[src/rtl/mtif_pkg.sv]
// Shared types, track byte constants and CRC helper for the MFM track formatter.
package mtif_pkg;

  localparam logic [1:0] OP_START  = 2'd0;
  localparam logic [1:0] OP_HEADER = 2'd1;
  localparam logic [1:0] OP_DATA   = 2'd2;

  localparam logic [7:0] B_GAP          = 8'h4E;
  localparam logic [7:0] B_ZERO         = 8'h00;
  localparam logic [7:0] B_SYNC_A1      = 8'hA1;
  localparam logic [7:0] B_ID_MARK      = 8'hFE;
  localparam logic [7:0] B_DATA_MARK    = 8'hFB;
  localparam logic [7:0] B_DELETED_MARK = 8'hF8;
  localparam logic [7:0] B_INDEX_SYNC   = 8'hC2;
  localparam logic [7:0] B_INDEX_MARK   = 8'hFC;

  localparam logic [7:0] ST_ID_CRC_ERR   = 8'hA0;
  localparam logic [7:0] ST_DATA_CRC_ERR = 8'hB0;
  localparam logic [7:0] ST_NO_ID        = 8'hE0;
  localparam logic [7:0] ST_NO_DATA      = 8'hF0;

  localparam logic [6:0] LEN_ONE   = 7'd1;
  localparam logic [6:0] LEN_MARKS = 7'd3;
  localparam logic [6:0] LEN_SYNC  = 7'd12;
  localparam logic [6:0] LEN_GAP4A = 7'd80;
  localparam logic [6:0] LEN_GAP1  = 7'd50;
  localparam logic [6:0] LEN_GAP2  = 7'd22;
  localparam logic [6:0] LEN_GAP3  = 7'd84;

  localparam logic [10:0] SECTOR_BYTES = 11'd128;

  typedef logic [3:0] beat_idx_t;

  // start track beats
  localparam beat_idx_t SB_GAP4A    = 4'd0;
  localparam beat_idx_t SB_SYNC     = 4'd1;
  localparam beat_idx_t SB_IAM_SYNC = 4'd2;
  localparam beat_idx_t SB_IAM      = 4'd3;
  localparam beat_idx_t SB_GAP1     = 4'd4;

  // sector header beats
  localparam beat_idx_t HB_SYNC   = 4'd0;
  localparam beat_idx_t HB_A1     = 4'd1;
  localparam beat_idx_t HB_FE     = 4'd2;
  localparam beat_idx_t HB_C      = 4'd3;
  localparam beat_idx_t HB_H      = 4'd4;
  localparam beat_idx_t HB_R      = 4'd5;
  localparam beat_idx_t HB_N      = 4'd6;
  localparam beat_idx_t HB_CRC_HI = 4'd7;
  localparam beat_idx_t HB_CRC_LO = 4'd8;
  localparam beat_idx_t HB_GAP2   = 4'd9;
  localparam beat_idx_t HB_DSYNC  = 4'd10;
  localparam beat_idx_t HB_DA1    = 4'd11;
  localparam beat_idx_t HB_DMARK  = 4'd12;

  // data byte beats
  localparam beat_idx_t DB_BYTE   = 4'd0;
  localparam beat_idx_t DB_CRC_HI = 4'd1;
  localparam beat_idx_t DB_CRC_LO = 4'd2;
  localparam beat_idx_t DB_GAP3   = 4'd3;

  typedef struct packed {
    logic [1:0]  kind;
    logic [7:0]  cylinder;
    logic [7:0]  head_id;
    logic [7:0]  record_id;
    logic [7:0]  size_code;
    logic [7:0]  mark;
    logic [7:0]  data_byte;
    logic [15:0] crc;
    logic        crc_inv;
    beat_idx_t   last_idx;
  } item_t;

  typedef struct packed {
    logic [7:0] byte_value;
    logic [6:0] run_length;
    logic       id_mark;
    logic       last;
  } result_t;

  // CRC-16-CCITT, one byte, MSB first
  function automatic logic [15:0] crc_update(logic [15:0] crc, logic [7:0] b);
    logic [15:0] c;
    c = crc ^ {b, 8'h00};
    for (int i = 0; i < 8; i++) begin
      c = c[15] ? ({c[14:0], 1'b0} ^ 16'h1021) : {c[14:0], 1'b0};
    end
    return c;
  endfunction

  localparam logic [15:0] CRC_INIT  = 16'hFFFF;
  localparam logic [15:0] CRC_SYNC3 =
    crc_update(crc_update(crc_update(CRC_INIT, B_SYNC_A1), B_SYNC_A1), B_SYNC_A1);
  localparam logic [15:0] CRC_ID_SEED      = crc_update(CRC_SYNC3, B_ID_MARK);
  localparam logic [15:0] CRC_DATA_SEED    = crc_update(CRC_SYNC3, B_DATA_MARK);
  localparam logic [15:0] CRC_DELETED_SEED = crc_update(CRC_SYNC3, B_DELETED_MARK);

endpackage

[src/rtl/mtif_in_if.sv]
// Input item channel of the MFM track formatter.
interface mtif_in_if;
  logic       valid;
  logic       ready;
  logic [1:0] operation;
  logic [7:0] cylinder;
  logic [7:0] head_id;
  logic [7:0] record_id;
  logic [7:0] size_code;
  logic [7:0] sector_status;
  logic       deleted;
  logic [7:0] data_byte;

  modport source (
    output valid, operation, cylinder, head_id, record_id, size_code,
           sector_status, deleted, data_byte,
    input  ready
  );
  modport sink (
    input  valid, operation, cylinder, head_id, record_id, size_code,
           sector_status, deleted, data_byte,
    output ready
  );
endinterface

[src/rtl/mtif_out_if.sv]
// Output run channel of the MFM track formatter.
interface mtif_out_if;
  logic       valid;
  logic       ready;
  logic [7:0] byte_value;
  logic [6:0] run_length;
  logic       id_mark;
  logic       last;

  modport source (
    output valid, byte_value, run_length, id_mark, last,
    input  ready
  );
  modport sink (
    input  valid, byte_value, run_length, id_mark, last,
    output ready
  );
endinterface

[src/rtl/mtif_run_gen.sv]
// Run record generator: picks the track run for one beat of the current item.
module mtif_run_gen (
  input  mtif_pkg::item_t     item,
  input  mtif_pkg::beat_idx_t idx,
  output mtif_pkg::result_t   res
);
  import mtif_pkg::*;

  logic [15:0] crc_out;

  assign crc_out = item.crc ^ {16{item.crc_inv}};

  always_comb begin
    res.byte_value = B_ZERO;
    res.run_length = LEN_ONE;
    res.id_mark    = 1'b0;
    res.last       = (idx == item.last_idx);
    case (item.kind)
      OP_START: begin
        case (idx)
          SB_GAP4A: begin
            res.byte_value = B_GAP;
            res.run_length = LEN_GAP4A;
          end
          SB_SYNC: begin
            res.byte_value = B_ZERO;
            res.run_length = LEN_SYNC;
          end
          SB_IAM_SYNC: begin
            res.byte_value = B_INDEX_SYNC;
            res.run_length = LEN_MARKS;
          end
          SB_IAM: res.byte_value = B_INDEX_MARK;
          SB_GAP1: begin
            res.byte_value = B_GAP;
            res.run_length = LEN_GAP1;
          end
          default: ;
        endcase
      end
      OP_HEADER: begin
        case (idx)
          HB_SYNC, HB_DSYNC: begin
            res.byte_value = B_ZERO;
            res.run_length = LEN_SYNC;
          end
          HB_A1, HB_DA1: begin
            res.byte_value = B_SYNC_A1;
            res.run_length = LEN_MARKS;
          end
          HB_FE: begin
            res.byte_value = B_ID_MARK;
            res.id_mark    = 1'b1;
          end
          HB_C:      res.byte_value = item.cylinder;
          HB_H:      res.byte_value = item.head_id;
          HB_R:      res.byte_value = item.record_id;
          HB_N:      res.byte_value = item.size_code;
          HB_CRC_HI: res.byte_value = crc_out[15:8];
          HB_CRC_LO: res.byte_value = crc_out[7:0];
          HB_GAP2: begin
            res.byte_value = B_GAP;
            res.run_length = LEN_GAP2;
          end
          HB_DMARK:  res.byte_value = item.mark;
          default: ;
        endcase
      end
      OP_DATA: begin
        case (idx)
          DB_BYTE:   res.byte_value = item.data_byte;
          DB_CRC_HI: res.byte_value = crc_out[15:8];
          DB_CRC_LO: res.byte_value = crc_out[7:0];
          DB_GAP3: begin
            res.byte_value = B_GAP;
            res.run_length = LEN_GAP3;
          end
          default: ;
        endcase
      end
      default: ;
    endcase
  end

endmodule

[src/rtl/mfm_track_image_formatter.sv]
// MFM track formatter top level: item decode, run sequencer and output register.
// The first run of an accepted item is registered in the item register, then in the
// output register. Throughput: one run per cycle while the output does not stall:
// data byte 1, final data byte 4, start track 5, sector header 10 or 13 runs.
// The next item is taken in the cycle the current item's last run is issued.
// Reset (rst, synchronous): data CRC to FFFF, no data field open, outputs empty.
module mfm_track_image_formatter (
  input logic        clk,
  input logic        rst,
  mtif_in_if.sink    items,
  mtif_out_if.source runs
);
  import mtif_pkg::*;

  logic        busy;
  beat_idx_t   idx;
  item_t       item;
  item_t       item_new;
  result_t     gen;
  result_t     res;
  logic        res_valid;
  logic        adv;
  logic        accept;
  logic        has_results;

  logic [15:0] crc_acc;
  logic [15:0] crc_acc_next;
  logic [15:0] crc_byte;
  logic [10:0] bytes_remaining;
  logic [10:0] bytes_remaining_next;
  logic        data_active;
  logic        data_active_next;
  logic        invert_data_crc;
  logic        invert_data_crc_next;

  mtif_run_gen u_gen (
    .item (item),
    .idx  (idx),
    .res  (gen)
  );

  assign adv         = busy && (!res_valid || runs.ready);
  assign items.ready = !busy || (adv && gen.last);
  assign accept      = items.valid && items.ready;
  assign crc_byte    = crc_update(crc_acc, items.data_byte);

  always_comb begin
    has_results          = 1'b0;
    crc_acc_next         = crc_acc;
    bytes_remaining_next = bytes_remaining;
    data_active_next     = data_active;
    invert_data_crc_next = invert_data_crc;
    item_new.kind        = items.operation;
    item_new.cylinder    = items.cylinder;
    item_new.head_id     = items.head_id;
    item_new.record_id   = items.record_id;
    item_new.size_code   = items.size_code;
    item_new.mark        = items.deleted ? B_DELETED_MARK : B_DATA_MARK;
    item_new.data_byte   = items.data_byte;
    item_new.crc         = CRC_ID_SEED;
    item_new.crc_inv     = (items.sector_status == ST_ID_CRC_ERR);
    item_new.last_idx    = SB_GAP1;
    case (items.operation)
      OP_START: begin
        has_results          = 1'b1;
        data_active_next     = 1'b0;
        bytes_remaining_next = '0;
      end
      OP_HEADER: begin
        data_active_next     = 1'b0;
        bytes_remaining_next = '0;
        if (items.sector_status != ST_NO_ID) begin
          has_results = 1'b1;
          if (items.sector_status == ST_NO_DATA) begin
            item_new.last_idx = HB_GAP2;
          end else begin
            item_new.last_idx    = HB_DMARK;
            crc_acc_next         = items.deleted ? CRC_DELETED_SEED : CRC_DATA_SEED;
            bytes_remaining_next = SECTOR_BYTES << items.size_code[1:0];
            data_active_next     = 1'b1;
            invert_data_crc_next = (items.sector_status == ST_DATA_CRC_ERR);
          end
        end
      end
      OP_DATA: begin
        if (data_active) begin
          has_results      = 1'b1;
          crc_acc_next     = crc_byte;
          item_new.crc     = crc_byte;
          item_new.crc_inv = invert_data_crc;
          bytes_remaining_next = (bytes_remaining != '0) ?
                                 bytes_remaining - 11'd1 : '0;
          if (bytes_remaining <= 11'd1) begin
            item_new.last_idx = DB_GAP3;
            data_active_next  = 1'b0;
          end else begin
            item_new.last_idx = DB_BYTE;
          end
        end
      end
      default: ;
    endcase
  end

  always_ff @(posedge clk) begin
    if (rst) begin
      crc_acc         <= CRC_INIT;
      bytes_remaining <= '0;
      data_active     <= 1'b0;
      invert_data_crc <= 1'b0;
    end else if (accept) begin
      crc_acc         <= crc_acc_next;
      bytes_remaining <= bytes_remaining_next;
      data_active     <= data_active_next;
      invert_data_crc <= invert_data_crc_next;
    end
  end

  always_ff @(posedge clk) begin
    if (rst) begin
      busy <= 1'b0;
      idx  <= '0;
    end else if (accept) begin
      busy <= has_results;
      idx  <= '0;
    end else if (adv) begin
      if (gen.last) begin
        busy <= 1'b0;
      end else begin
        idx <= idx + 4'd1;
      end
    end
  end

  // ID CRC runs over C H R N as they go out
  always_ff @(posedge clk) begin
    if (accept && has_results) begin
      item <= item_new;
    end else if (adv && item.kind == OP_HEADER && idx >= HB_C && idx <= HB_N) begin
      item.crc <= crc_update(item.crc, gen.byte_value);
    end
  end

  always_ff @(posedge clk) begin
    if (rst) begin
      res_valid <= 1'b0;
    end else if (adv) begin
      res_valid <= 1'b1;
    end else if (runs.ready) begin
      res_valid <= 1'b0;
    end
  end

  always_ff @(posedge clk) begin
    if (adv) begin
      res <= gen;
    end
  end

  assign runs.valid      = res_valid;
  assign runs.byte_value = res.byte_value;
  assign runs.run_length = res.run_length;
  assign runs.id_mark    = res.id_mark;
  assign runs.last       = res.last;

`ifndef SYNTHESIS
  a_active_has_bytes: assert property (@(posedge clk) disable iff (rst)
    data_active |-> bytes_remaining != '0)
    else $error("data field open with no bytes left");

  a_idx_in_range: assert property (@(posedge clk) disable iff (rst)
    busy |-> idx <= item.last_idx)
    else $error("beat index past last run of item");

  a_id_mark_byte: assert property (@(posedge clk) disable iff (rst)
    runs.valid && runs.id_mark |-> runs.byte_value == B_ID_MARK)
    else $error("id mark flag on a byte other than FE");

  a_run_nonzero: assert property (@(posedge clk) disable iff (rst)
    runs.valid |-> runs.run_length != '0)
    else $error("zero length run");

  a_take_on_last: assert property (@(posedge clk) disable iff (rst)
    items.valid && items.ready && busy |-> gen.last)
    else $error("new item taken before last run of current item");
`endif

endmodule

[src/flat_wrapper.sv]
// flat-port wrapper written by rule: the top's interface ports become plain ports
module mfm_track_image_formatter_flat import mtif_pkg::*;
  (clk, rst, items_valid, items_operation, items_cylinder, items_head_id, items_record_id, items_size_code, items_sector_status, items_deleted, items_data_byte, items_ready, runs_valid, runs_byte_value, runs_run_length, runs_id_mark, runs_last, runs_ready);
  mtif_in_if items_i ();
  mtif_out_if runs_i ();
  input logic clk;
  input logic rst;
  input wire logic [$bits(items_i.valid)-1:0] items_valid;
  input wire logic [$bits(items_i.operation)-1:0] items_operation;
  input wire logic [$bits(items_i.cylinder)-1:0] items_cylinder;
  input wire logic [$bits(items_i.head_id)-1:0] items_head_id;
  input wire logic [$bits(items_i.record_id)-1:0] items_record_id;
  input wire logic [$bits(items_i.size_code)-1:0] items_size_code;
  input wire logic [$bits(items_i.sector_status)-1:0] items_sector_status;
  input wire logic [$bits(items_i.deleted)-1:0] items_deleted;
  input wire logic [$bits(items_i.data_byte)-1:0] items_data_byte;
  output wire logic [$bits(items_i.ready)-1:0] items_ready;
  output wire logic [$bits(runs_i.valid)-1:0] runs_valid;
  output wire logic [$bits(runs_i.byte_value)-1:0] runs_byte_value;
  output wire logic [$bits(runs_i.run_length)-1:0] runs_run_length;
  output wire logic [$bits(runs_i.id_mark)-1:0] runs_id_mark;
  output wire logic [$bits(runs_i.last)-1:0] runs_last;
  input wire logic [$bits(runs_i.ready)-1:0] runs_ready;
  assign items_i.valid = items_valid;
  assign items_i.operation = items_operation;
  assign items_i.cylinder = items_cylinder;
  assign items_i.head_id = items_head_id;
  assign items_i.record_id = items_record_id;
  assign items_i.size_code = items_size_code;
  assign items_i.sector_status = items_sector_status;
  assign items_i.deleted = items_deleted;
  assign items_i.data_byte = items_data_byte;
  assign items_ready = items_i.ready;
  assign runs_valid = runs_i.valid;
  assign runs_byte_value = runs_i.byte_value;
  assign runs_run_length = runs_i.run_length;
  assign runs_id_mark = runs_i.id_mark;
  assign runs_last = runs_i.last;
  assign runs_i.ready = runs_ready;
  mfm_track_image_formatter u_core (.clk(clk), .rst(rst), .items(items_i), .runs(runs_i));
endmodule
[config.mk]
export PLATFORM = sky130hd
export DESIGN_NAME = mfm_track_image_formatter_flat
export DESIGN_NICKNAME = d
export VERILOG_FILES = /design/src/rtl/mtif_pkg.sv /design/src/rtl/mtif_in_if.sv /design/src/rtl/mtif_out_if.sv /design/src/rtl/mtif_run_gen.sv /design/src/rtl/mfm_track_image_formatter.sv /design/src/flat_wrapper.sv
export SDC_FILE = /design/constraint.sdc
export NUM_CORES = 1
export LEC_CHECK = 0
export BUFFER_PORTS_ARGS = -buffer_cell sky130_fd_sc_hd__buf_2
export CORE_MARGIN = 4
export CORE_UTILIZATION = 45
export CTS_BUF_LIST = sky130_fd_sc_hd__clkbuf_4
export CTS_CLUSTER_DIAMETER = 150
export DETAILED_ROUTE_END_ITERATION = 8
export HOLD_SLACK_MARGIN = 0.12
export PLACE_DENSITY = 0.71
export SKIP_LAST_GASP = 1
export SLEW_MARGIN = 10
export SYNTH_ARGS = -nofsm -noshare
export SYNTH_HDL_FRONTEND = slang
export SYNTH_SLANG_ARGS = --single-unit
export TNS_END_PERCENT = 100
[constraint.sdc]
create_clock -name clk -period 4.4 [get_ports clk]
set_input_delay 0.88 -clock clk [delete_from_list [all_inputs] [get_ports clk]]
set_output_delay 0.88 -clock clk [all_outputs]
set_load 0.005 [all_outputs]
Word level (Yosys, flattened, before mapping)
Index checks and enable logic that the tools add are counted.
- $add $sub $neg: 2
- order comparisons: 3
- equal/unequal tests: 24
- shifts and indexed selects: 1
- mux-type cells: 56
- bitwise gates (word level): 21
- reduce and logical (&&, ||, !) cells: 31
- operators with widths (operator ; number):
    13-bit 2-to-1 mux ; 16
    16-bit 2-to-1 mux ; 5
    8-bit case mux with 10 select lines ; 1
    3-bit inverter ; 16
    16-bit XOR ; 3
    15-bit case mux with 3 select lines ; 1
    11-bit 2-to-1 mux ; 4
    11-bit case mux with 3 select lines ; 1
    16-bit case mux with 2 select lines ; 1
    8-bit case mux with 4 select lines ; 1
    7-bit case mux with 4 select lines ; 1
    8-bit == test (second input constant) ; 3
    8-bit case mux with 3 select lines ; 1
    21-bit 2-to-1 mux ; 1
    4-bit == test (second input constant) ; 5
    17-bit 2-to-1 mux ; 1
    4-bit by 3-bit == test with 1-bit output (second input constant) ; 4
    5-bit case mux with 3 select lines ; 1
    14-bit 2-to-1 mux ; 1
    1-bit 2-to-1 mux ; 12
    11-bit by 1-bit less-or-equal comparator with 1-bit output (second input constant) ; 1
    11-bit nonzero test ; 1
    8-bit by 2-bit left shift with 11-bit output (first input constant) ; 1
    11-bit by 1-bit subtractor with 11-bit output (second input constant) ; 1
    other kinds (30) ; 55
- register bits: 123
- output and inout port bits: 19
- logic and storage cells: 159

Logic depth before layout (Yosys ltp)
Gate-level depths: netlist (run 1).
- depth in word-level cells: 23
- gate-level depth with buffers: 12
- mapped depth without buffers: 9

Hierarchy
A second synthesis (run 1) with hierarchy kept.
- cells, all modules: 625
- area total of the unflattened synthesis: 6394.9 um^2
- by module, submodules not included (module ; instances ; cells an instance ; area each (um^2) ; sequential area each (um^2)):
    mfm_track_image_formatter ; 1 ; 412 ; 5038.6 ; 3133.0
    mtif_run_gen ; 1 ; 213 ; 1356.3 ; 0.0

Worst setup path after synthesis (run 1)
Ideal clock, no wire load.
- path type: input to register
- start: input runs_ready
- end: register u_core.item[10] (netlist name)
- setup time: 435 ps
- data arrival time: 3331 ps
- required time: 3965 ps
- setup slack: 634 ps
- stages on the path: 5
- path buffers: 0
- cells stage by stage: nand2b_1 nand2_1 inv_1 o31ai_1 o41ai_1
- cells in the longest elaborated chain, start to end: 7
- elaborated cells on any way between the ends: 10
- those cells by class: reduce/logical: 10
- ends and longest elaborated chain (what ; RTL line ; source):
    from (decl) ; flat_wrapper.sv:23 ; input wire logic [$bits(runs_i.ready)-1:0] runs_ready;
    1-bit logical OR (*) ; mfm_track_image_formatter.sv:42 ; assign adv = busy && (!res_valid || runs.ready);
    1-bit logical AND (*) ; mfm_track_image_formatter.sv:42 ;
    via u_core.adv ; mfm_track_image_formatter.sv:22 ; logic adv;
    1-bit logical AND ; mfm_track_image_formatter.sv:43 ; assign items.ready = !busy || (adv && gen.last);
    1-bit logical OR ; mfm_track_image_formatter.sv:43 ;
    1-bit logical AND ; mfm_track_image_formatter.sv:44 ; assign accept = items.valid && items.ready;
    1-bit logical AND ; mfm_track_image_formatter.sv:137 ; if (accept && has_results) begin
    2-bit nonzero test (no line) (*) ; - ;
The timed path passes the listed nets; every way through them passes the cells marked *.
A chain may end at the register's enable or synchronous reset.

==> impl_metrics.yaml, run 1 <==
status:
  status: "completed"
synth:
  ys_seq_area_share_pct: 47.9
  ys_dominant_reg_cell: "edfxtp_1"
  async_flop_share_pct: 0
  synth-edff-count: 81
  synth_cell_types: 76
  synth_compound_area_share_pct: 17.7
  synth.avg_cell_area_sq_um: 10.8
  synth_fa_ha_area_share_pct: 1.91
  synthSimpleGateAreaFrac_pct: 14.9
  synth_seq_cells: 116
  synth-xor-area-share_pct: 12.1
  synth.net_count: 672
  synth_top_family_by_area: "compound AO/OA/AOI/OAI gates"
  synthCells: 607
  synthMuxAreaShare_pct: 1.07
  netlist_area_sq_um: 6540
  synth_warnings: 0
detailed_routing:
  drtAntennaViolNets: 0
  drc: 0
  wl_per_cell_um: 19.3
  viasPerCell: 5.92
  vias: 5158
  drt-total-wl_um: 16800
  drtPass1Iterations: 6
  drtIter0Drc: 466
setup_path:
  r2r_start: "u_core.idx[0]"
  ff2ff_setup_slack_ns: 1.09
  worstReg2RegEnd: "u_core.item[12]"
  worstSetupEndpointType: "flop"
  r2r_cells: 9
  critical_path_arrival_ns: 3.73
  worst-path-max-fanout: 13
  worstPathCellList: "inv_1 -> ha_1 -> buf_4 -> or4_4 -> and3_4 -> a221o_1 -> xor2_1 -> xnor3_1 -> o22ai_1"
  crit_required_ns: 4.82
  startpoint_type: "flop"
  cpPeakStageDelay_ns: 0.52
  slowest_stage: "or4_4"
  critical_path_class: "flop to flop"
power_and_ir_drop:
  powerDensity_nw_per_um2: 341
  combPwrFrac_pct: 18.3
  finalPower_mw: 2.50
  p_seq_share_pct: 51.4
  clkPwrFrac_pct: 30.4
  cellInternalPower_mw: 1.78
  p_sw_share_pct: 28.9
  max-vdd-ir-drop_v: 0.000281
  switching_power_uw: 721
  leakagePower_nw: 2.83
final_layout:
  layout_common_cells: "edfxtp_1, buf_2, nor2_1"
  drive_gt1_share_pct: 20.5
  syn2layout_area_growth_pct: 12.0
  fin_nets: 744
  final_common_cell: "edfxtp_1"
  postLayoutCellArea_sq_um: 7320
  final_util_pct: 52.1
  n_antenna_cell: 0
  final_cell_count_no_fill: 872
timing:
  setup_viol: 0
  drv_slew: 0
  hold_violations: 0
  tightest_slew_ns: 1.00
  holdWs_ns: 0.474
  relSlewSlack_pct: 33.2
  period_share_pct: 75.1
  fmax_ghz: 0.302
  fin_ws_ns: 1.09
  clock_skew_ns: 0.0206
  rsz0062_at_grt: "no"
  fin_tns_setup_ns: 0
  fin_crit_ns: 3.31
clock_tree:
  postCtsSetupRepairBufs: 0
  clk_latency_ns: 0.57
  root_buffer: "clkbuf_4"
  htreeDepth: 4
  cts_tree: "built"
  cts-hold-fix-buffers: 0
  cts_resized: 0
  numCtsBuffers: 17
  clock-sinks: 116
  clockBufferDepth: 2
  cts.clk_slew.worst_paths_ns: 0.11
hold_path:
  hold_depth: 2
  min_path_type: "flop to flop"
  min_to: "u_core.runs.valid"
  hp-start: "u_core.busy"
placement:
  hpwl_um: 12500
  dpl_cell_area_sq_um: 7050
  portBuffers: 73
  dp.cells: 840
  post-place-ws_ns: 1.14
  gp_congestion: 0.930
floorplan:
  dieHeight_um: 129
  dieArea_sq_um: 16500
  std_cell_rows: 43
  start_util_pct: 46.6
  die_w_um: 129
  placeableCoreArea_sq_um: 14000
  ios: 74
global_route:
  grt_overflow_total: 0
  grt_pass1_vias: 5133
  grt_pass1_wl_um: 26900
  track_usage_pct: 21.0
  antenna_found_initial: 0
  grt_max_degree: 35
run:
  drv_cap: 0
[state kept, by name, indices dropped and copies added, names as in the netlist]
name,count
u_core.busy,1
u_core.bytes_remaining,11
u_core.crc_acc,16
u_core.data_active,1
u_core.idx,4
u_core.invert_data_crc,1
u_core.item,64
u_core.runs.byte_value,8
u_core.runs.id_mark,1
u_core.runs.last,1
u_core.runs.run_length,7
u_core.runs.valid,1
[worst max-delay path by stage]
stage,from,to,slack [ns],cells after the start
6_report,u_core.idx[0],u_core.item[12],1.09,9
5_1_grt,u_core.idx[0],u_core.item[12],0.90,8
4_1_cts,u_core.idx[0],u_core.item[12],1.12,9
3_5_place_dp,u_core.idx[2],u_core.item[13],1.14,8
3_3_place_gp,items_sector_status[1],u_core.item[10],1.18,9
2_1_floorplan,runs_ready,u_core.item[10],0.63,5
[cell usage after synthesis, types with 4 or more instances]
| master | instances | area share (%) |
|---|---|---|
| a22oi_1 | 6 | 0.69 |
| xnor3_1 | 7 | 2.4 |
| o22ai_1 | 8 | 0.77 |
| nor3_1 | 11 | 0.84 |
| nor4_1 | 6 | 0.57 |
| nand3_1 | 19 | 1.5 |
| nand4_1 | 4 | 0.38 |
| o221ai_1 | 5 | 0.67 |
| xor2_1 | 20 | 2.7 |
| nor2_1 | 54 | 3.1 |
| o21ai_0 | 18 | 1.4 |
| buf_6 | 7 | 1.2 |
| a22o_1 | 6 | 0.80 |
| a222oi_1 | 5 | 0.77 |
| a21o_1 | 6 | 0.69 |
| o31ai_1 | 5 | 0.57 |
| xnor2_1 | 40 | 5.4 |
| a211o_1 | 9 | 1.2 |
| nand2b_1 | 6 | 0.57 |
| and3_1 | 12 | 1.1 |
| buf_2 | 11 | 0.84 |
| o21ai_1 | 9 | 0.69 |
| a211oi_1 | 13 | 1.5 |
| nand2_1 | 43 | 2.5 |
| dfxtp_1 | 35 | 11 |
| clkbuf_1 | 12 | 0.69 |
| mux2i_1 | 7 | 1.1 |
| ha_1 | 10 | 1.9 |
| edfxtp_1 | 81 | 37 |
| a31oi_1 | 4 | 0.38 |
| nor2b_1 | 5 | 0.48 |
| and2_1 | 5 | 0.48 |
| o211ai_1 | 8 | 0.92 |
| or3_1 | 6 | 0.57 |
| inv_1 | 21 | 1.2 |
| a21oi_1 | 16 | 1.2 |
[worst max-delay path, delay by kind of cell, from the launching register on]
kind                     cells  cell delay (ns)
AO/OA/AOI/OAI                2             0.50
XOR/XNOR                     2             0.75
adder cells (fa/ha/maj)      1             0.34
buffers and inverters        2             0.34
flip-flops                   1             0.48
AND/OR/NAND/NOR              2             0.75
[area by class of cell]
type,count,area (sq um)
fill,1294,6720
sequential,116,3130
multi-input combinational,434,3120
timing repair buffer,86,475
tap,180,225
clock inverter,14,138
clock buffer,18,135
inverter,24,90.1
[cells by family after synthesis]
kind of cell | count (synthesis)
simple gates | 192
xor+xnor | 71
compound gates | 154
fa+ha+maj | 10
buf+inv | 57
flops | 116
mux | 7
[power by group through the flow]
stage	clock network [mW]	logic, mW	registers (mW)
floorplan	0	0.331	1.29
global placement	0	0.445	1.31
detailed placement	0	0.449	1.31
CTS	0.777	0.453	1.28
global route	0.822	0.501	1.29
finish	0.758	0.456	1.28
[metal layers]
metal  global-route usage (%)  up-vias  part of all wire, %
li1                         -     2410                    -
met1                     28.2     2482                   44
met2                     32.1      220                   45
met3                     5.56       46                  6.9
met4                     9.26        0                  3.6
met5                        0        -                    0
No activity file was read; power rests on OpenSTA's default activity.
==> run 2: changes to the inputs <==
--- a/config.mk
+++ b/config.mk
@@ -12,7 +12,7 @@
 export CTS_CLUSTER_DIAMETER = 150
 export DETAILED_ROUTE_END_ITERATION = 8
 export HOLD_SLACK_MARGIN = 0.12
-export PLACE_DENSITY = 0.71
+export PLACE_DENSITY = 0.73
 export SKIP_LAST_GASP = 1
 export SLEW_MARGIN = 10
 export SYNTH_ARGS = -nofsm -noshare
==> constraint.sdc (replaced) <==
create_clock -name clk -period 2.78 [get_ports clk]
set_input_delay 0.556 -clock clk [delete_from_list [all_inputs] [get_ports clk]]
set_output_delay 0.556 -clock clk [all_outputs]
set_load 0.005 [all_outputs]
==> impl_metrics.yaml, run 2 (same netlist as run 1, synthesis figures left out) <==
timing:
  setup_viol: 2
  fin_crit_ns: 2.82
  hold_violations: 0
  relSlewSlack_pct: 63.2
  tightest_slew_ns: 0.553
  fmax_ghz: 0.354
  drv_slew: 0
  fin_tns_setup_ns: -0.0705
  period_share_pct: 101
  clock_skew_ns: 0.0276
  fin_ws_ns: -0.0415
  rsz0062_at_grt: "yes"
setup_path:
  worstSetupEndpointType: "flop"
  critical_path_arrival_ns: 3.22
  worst-path-max-fanout: 6
  crit_required_ns: 3.18
  startpoint_type: "flop"
  critical_path_class: "flop to flop"
placement:
  gp_congestion: 0.963
  post-place-ws_ns: -0.318
  hpwl_um: 13500
  portBuffers: 73
clock_tree:
  cts_tree: "built"
  clk_latency_ns: 0.57
  cts.clk_slew.worst_paths_ns: 0.12
  numCtsBuffers: 17
  clockBufferDepth: 2
  root_buffer: "clkbuf_4"
  clock-sinks: 116
  htreeDepth: 4
floorplan:
  dieHeight_um: 129
  dieArea_sq_um: 16500
  start_util_pct: 46.6
  die_w_um: 129
  placeableCoreArea_sq_um: 14000
  ios: 74
  std_cell_rows: 43
final_layout:
  n_antenna_cell: 0
  fin_nets: 824
  largest_reg_flops: 64
  final_common_cell: "buf_4"
  reg_top3: "u_core.item (64), u_core.crc_acc (16), u_core.bytes_remaining (11)"
  syn2layout_area_growth_pct: 25.4
  drive_gt1_share_pct: 33.2
  layout_common_cells: "buf_4, edfxtp_1, buf_2"
  regMostFlops: "u_core.item"
global_route:
  grt_pass1_wl_um: 28600
  grt_overflow_total: 0
  grt_max_degree: 29
  antenna_found_initial: 0
  track_usage_pct: 22.4
  grt_pass1_vias: 5400
hold_path:
  min_path_type: "input pin to flop"
status:
  violations: "setup timing"
  status: "complete, but fails checks"
power_and_ir_drop:
  leakagePower_nw: 3.32
  finalPower_mw: 4.06
  max-vdd-ir-drop_v: 0.000357
  powerDensity_nw_per_um2: 496
detailed_routing:
  viasPerCell: 5.71
  drt-total-wl_um: 18500
  drtAntennaViolNets: 0
  wl_per_cell_um: 19.4
  drtIter0Drc: 474
  drtPass1Iterations: 5
  drc: 0
  vias: 5437
run:
  drv_cap: 0
==> run 2: per-stage QoR <==
step | hold WS [ns] | area [sq um] | instances | util, %
6_report | 0.161 | 8200 | 952 | 58.4
5_1_grt | 0.118 | 8200 | 952 | 58.4
4_1_cts | 0.121 | 7870 | 932 | 56.1
3_5_place_dp | 0.470 | 7500 | 897 | 53.4
3_3_place_gp | 0.458 | 7500 | 897 | 53.4
2_1_floorplan | 0.448 | 6550 | 607 | -
==> run 2: path summary, 6_finish.rpt <==
path,from,to,slack [ns],cells after the start
worst max register to register,u_core.idx[1],u_core.item[20],-0.04,12
worst min register to register,u_core.busy,u_core.runs.valid,0.48,2
worst min-delay path,items_head_id[1],u_core.item[54],0.16,1
worst max-delay path,u_core.idx[1],u_core.item[20],-0.04,12
==> run 2: metal layers <==
metal | vias to the layer above | track usage, % | wire (um)
met5 | - | 0 | 0
met1 | 2642 | 28.6 | 7760
met3 | 25 | 4.73 | 1200
li1 | 2584 | - | -
met2 | 186 | 37.3 | 9190
met4 | 0 | 9.14 | 350
==> run 2: power by group <==
group          switching [mW]  internal (mW)
clock network           0.667          0.535
logic                   0.448          0.388
registers              0.0653           1.96
total                    1.18           2.88
==> run 2: area by class of cell <==
class,instances,area (sq um)
sequential,116,3140
timing repair buffer,166,1130
multi-input combinational,434,3320
fill,1216,5850
clock buffer,18,135
clock inverter,14,138
inverter,24,98.8
tap,180,225
==> run 2: repair_timing <==
item / 4_1_cts / 5_1_grt
endpoints found under the hold margin: 1 / 0
hold buffers: 1 / 0
pin swaps: 3 / 32
resized for setup: 13 / 42
buffers inserted: 2 / 20
cloned: 0 / 0
endpoints found under the setup margin: 15 / 37
==> run 2: critical path: stages, from the launching register on <==
cell and delay (ns):
dfxtp_4 0.38, clkinvlp_4 0.14, ha_4 0.22, a222oi_1 0.32, buf_4 0.19, o22ai_1 0.10, o31ai_2 0.29, nand2_2 0.09
buf_6 0.14, xor2_4 0.16, buf_12 0.14, xnor3_1 0.32, a32oi_1 0.17
==> run 3: changes to the inputs <==
--- a/config.mk
+++ b/config.mk
@@ -5,7 +5,7 @@
 export SDC_FILE = /design/constraint.sdc
 export NUM_CORES = 1
 export LEC_CHECK = 0
-export BUFFER_PORTS_ARGS = -buffer_cell sky130_fd_sc_hd__buf_2
+export BUFFER_PORTS_ARGS = -buffer_cell sky130_fd_sc_hd__buf_4
 export CORE_MARGIN = 4
 export CORE_UTILIZATION = 45
 export CTS_BUF_LIST = sky130_fd_sc_hd__clkbuf_4
==> constraint.sdc (replaced) <==
create_clock -name clk -period 2.3 [get_ports clk]
set_input_delay 0.46 -clock clk [delete_from_list [all_inputs] [get_ports clk]]
set_output_delay 0.46 -clock clk [all_outputs]
set_load 0.005 [all_outputs]
==> impl_metrics.yaml, run 3 (same netlist as run 1, synthesis figures left out) <==
timing:
  holdWs_ns: 0.176
  fin_crit_ns: 2.89
  drv_slew: 0
  fin_tns_setup_ns: -7.86
  fmax_ghz: 0.346
  relSlewSlack_pct: 54.9
  hold_violations: 0
  period_share_pct: 126
  clock_skew_ns: 0.0184
  fin_ws_ns: -0.590
  tightest_slew_ns: 0.672
  rsz0062_at_grt: "yes"
  setup_viol: 60
final_layout:
  final_cell_count_no_fill: 1061
  final_util_pct: 70.2
  layout_common_cells: "buf_4, edfxtp_1, nor2_1"
  drive_gt1_share_pct: 41.1
  reg_top3: "u_core.item (64), u_core.crc_acc (16), u_core.bytes_remaining (11)"
  postLayoutCellArea_sq_um: 9850
  fin_nets: 933
  largest_reg_flops: 64
  n_antenna_cell: 0
  regMostFlops: "u_core.item"
  syn2layout_area_growth_pct: 50.7
  final_common_cell: "buf_4"
floorplan:
  die_w_um: 129
  start_util_pct: 46.6
  dieArea_sq_um: 16500
  placeableCoreArea_sq_um: 14000
  dieHeight_um: 129
  ios: 74
  std_cell_rows: 43
power_and_ir_drop:
  max-vdd-ir-drop_v: 0.000595
  leakagePower_nw: 4.01
  powerDensity_nw_per_um2: 553
  finalPower_mw: 5.45
detailed_routing:
  drt-total-wl_um: 21500
  vias: 6027
  drc: 0
  drtIter0Drc: 476
  drtPass1Iterations: 6
  drtAntennaViolNets: 0
  wl_per_cell_um: 20.3
  viasPerCell: 5.68
placement:
  hpwl_um: 14500
  gp_congestion: 0.980
  dp.cells: 946
  portBuffers: 73
  dpl_cell_area_sq_um: 8180
  post-place-ws_ns: -0.436
global_route:
  track_usage_pct: 25.9
  grt_pass1_vias: 6182
  grt_pass1_wl_um: 33000
  antenna_found_initial: 0
  grt_overflow_total: 0
  grt_max_degree: 19
setup_path:
  path_buf_inv: 3
  worstSetupEndpointType: "flop"
  crit_required_ns: 2.63
  ff2ff_setup_slack_ns: -0.59
  worstReg2RegEnd: "u_core.item[10]"
  worst-path-max-fanout: 8
  critical_path_class: "flop to flop"
  worstPathCellList: "inv_4 -> ha_4 -> buf_6 -> a222oi_1 -> o22ai_1 -> a211o_1 -> a211oi_2 -> buf_4 -> o211a_4 -> o21a_1 -> o31ai_2"
  critical_path_arrival_ns: 3.22
  slowest_stage: "a222oi_1"
  cpLargestDelayFamily: "compound AO/OA/AOI/OAI gates"
  startpoint_type: "flop"
  r2r_cells: 11
  r2r_start: "u_core.idx[0]"
  cpPeakStageDelay_ns: 0.46
run:
  drv_cap: 0
hold_path:
  hp-start: "rst"
  min_path_type: "input pin to flop"
  hold_depth: 2
  min_to: "u_core.invert_data_crc"
clock_tree:
  cts.clk_slew.worst_paths_ns: 0.12
  root_buffer: "clkbuf_4"
  clk_latency_ns: 0.56
  htreeDepth: 4
  clock-sinks: 116
  numCtsBuffers: 17
  cts_tree: "built"
  clockBufferDepth: 2
status:
  violations: "setup timing"
  status: "complete, but fails checks"
[run 3: worst max-delay path by stage]
stage	startpoint	to	cells past startpoint
6_report	u_core.idx[0]	u_core.item[10]	11
5_1_grt	u_core.idx[0]	u_core.item[11]	11
4_1_cts	u_core.idx[0]	u_core.item[12]	7
3_5_place_dp	u_core.idx[0]	u_core.item[10]	11
3_3_place_gp	u_core.idx[0]	u_core.item[10]	10
2_1_floorplan	u_core.idx[0]	u_core.item[10]	11
[run 3: final cells by class]
| class | instances | area (sq um) |
|---|---|---|
| flip-flops and latches | 116 | 3150 |
| fillers | 981 | 4190 |
| clock inverters | 14 | 174 |
| clock buffers | 18 | 135 |
| repair buffers | 271 | 2400 |
| repair inverters | 2 | 12.5 |
| multi-input cells | 436 | 3650 |
| well taps | 180 | 225 |
| inverters | 24 | 110 |
[run 3: per-layer routing]
layer | wire, um | part of all wire (%) | vias to the layer above | global-route usage [%]
met5 | 0 | 0 | - | 0
met4 | 684 | 3.2 | 0 | 9.14
met3 | 1230 | 5.7 | 54 | 6.72
met2 | 11000 | 51 | 239 | 44.6
met1 | 8540 | 40 | 2929 | 31.5
li1 | - | - | 2805 | -
[run 3: power by group]
group	total, mW	internal [mW]	switching (mW)
Combinational	1.35	0.703	0.644
Sequential	2.45	2.37	0.0842
Clock	1.65	0.778	0.867
Total	5.45	3.85	1.60
[run 3: worst reg2reg max path, cell delays in order (launching register included)]
cell and delay [ns]:
dfxtp_4 0.42, inv_4 0.06, ha_4 0.20, buf_6 0.12, a222oi_1 0.46, o22ai_1 0.18, a211o_1 0.35, a211oi_2 0.33
buf_4 0.18, o211a_4 0.18, o21a_1 0.14, o31ai_2 0.05
[run 3: repair_timing]
| action | CTS | global route |
|---|---|---|
| pin swaps | 21 | 41 |
| gates resized for setup | 50 | 69 |
| buffers inserted | 24 | 14 |
| hold buffers | 42 | 0 |
| endpoints found under the hold margin | 42 | 0 |
| gates cloned | 6 | 2 |
| setup endpoints to repair | 66 | 99 |
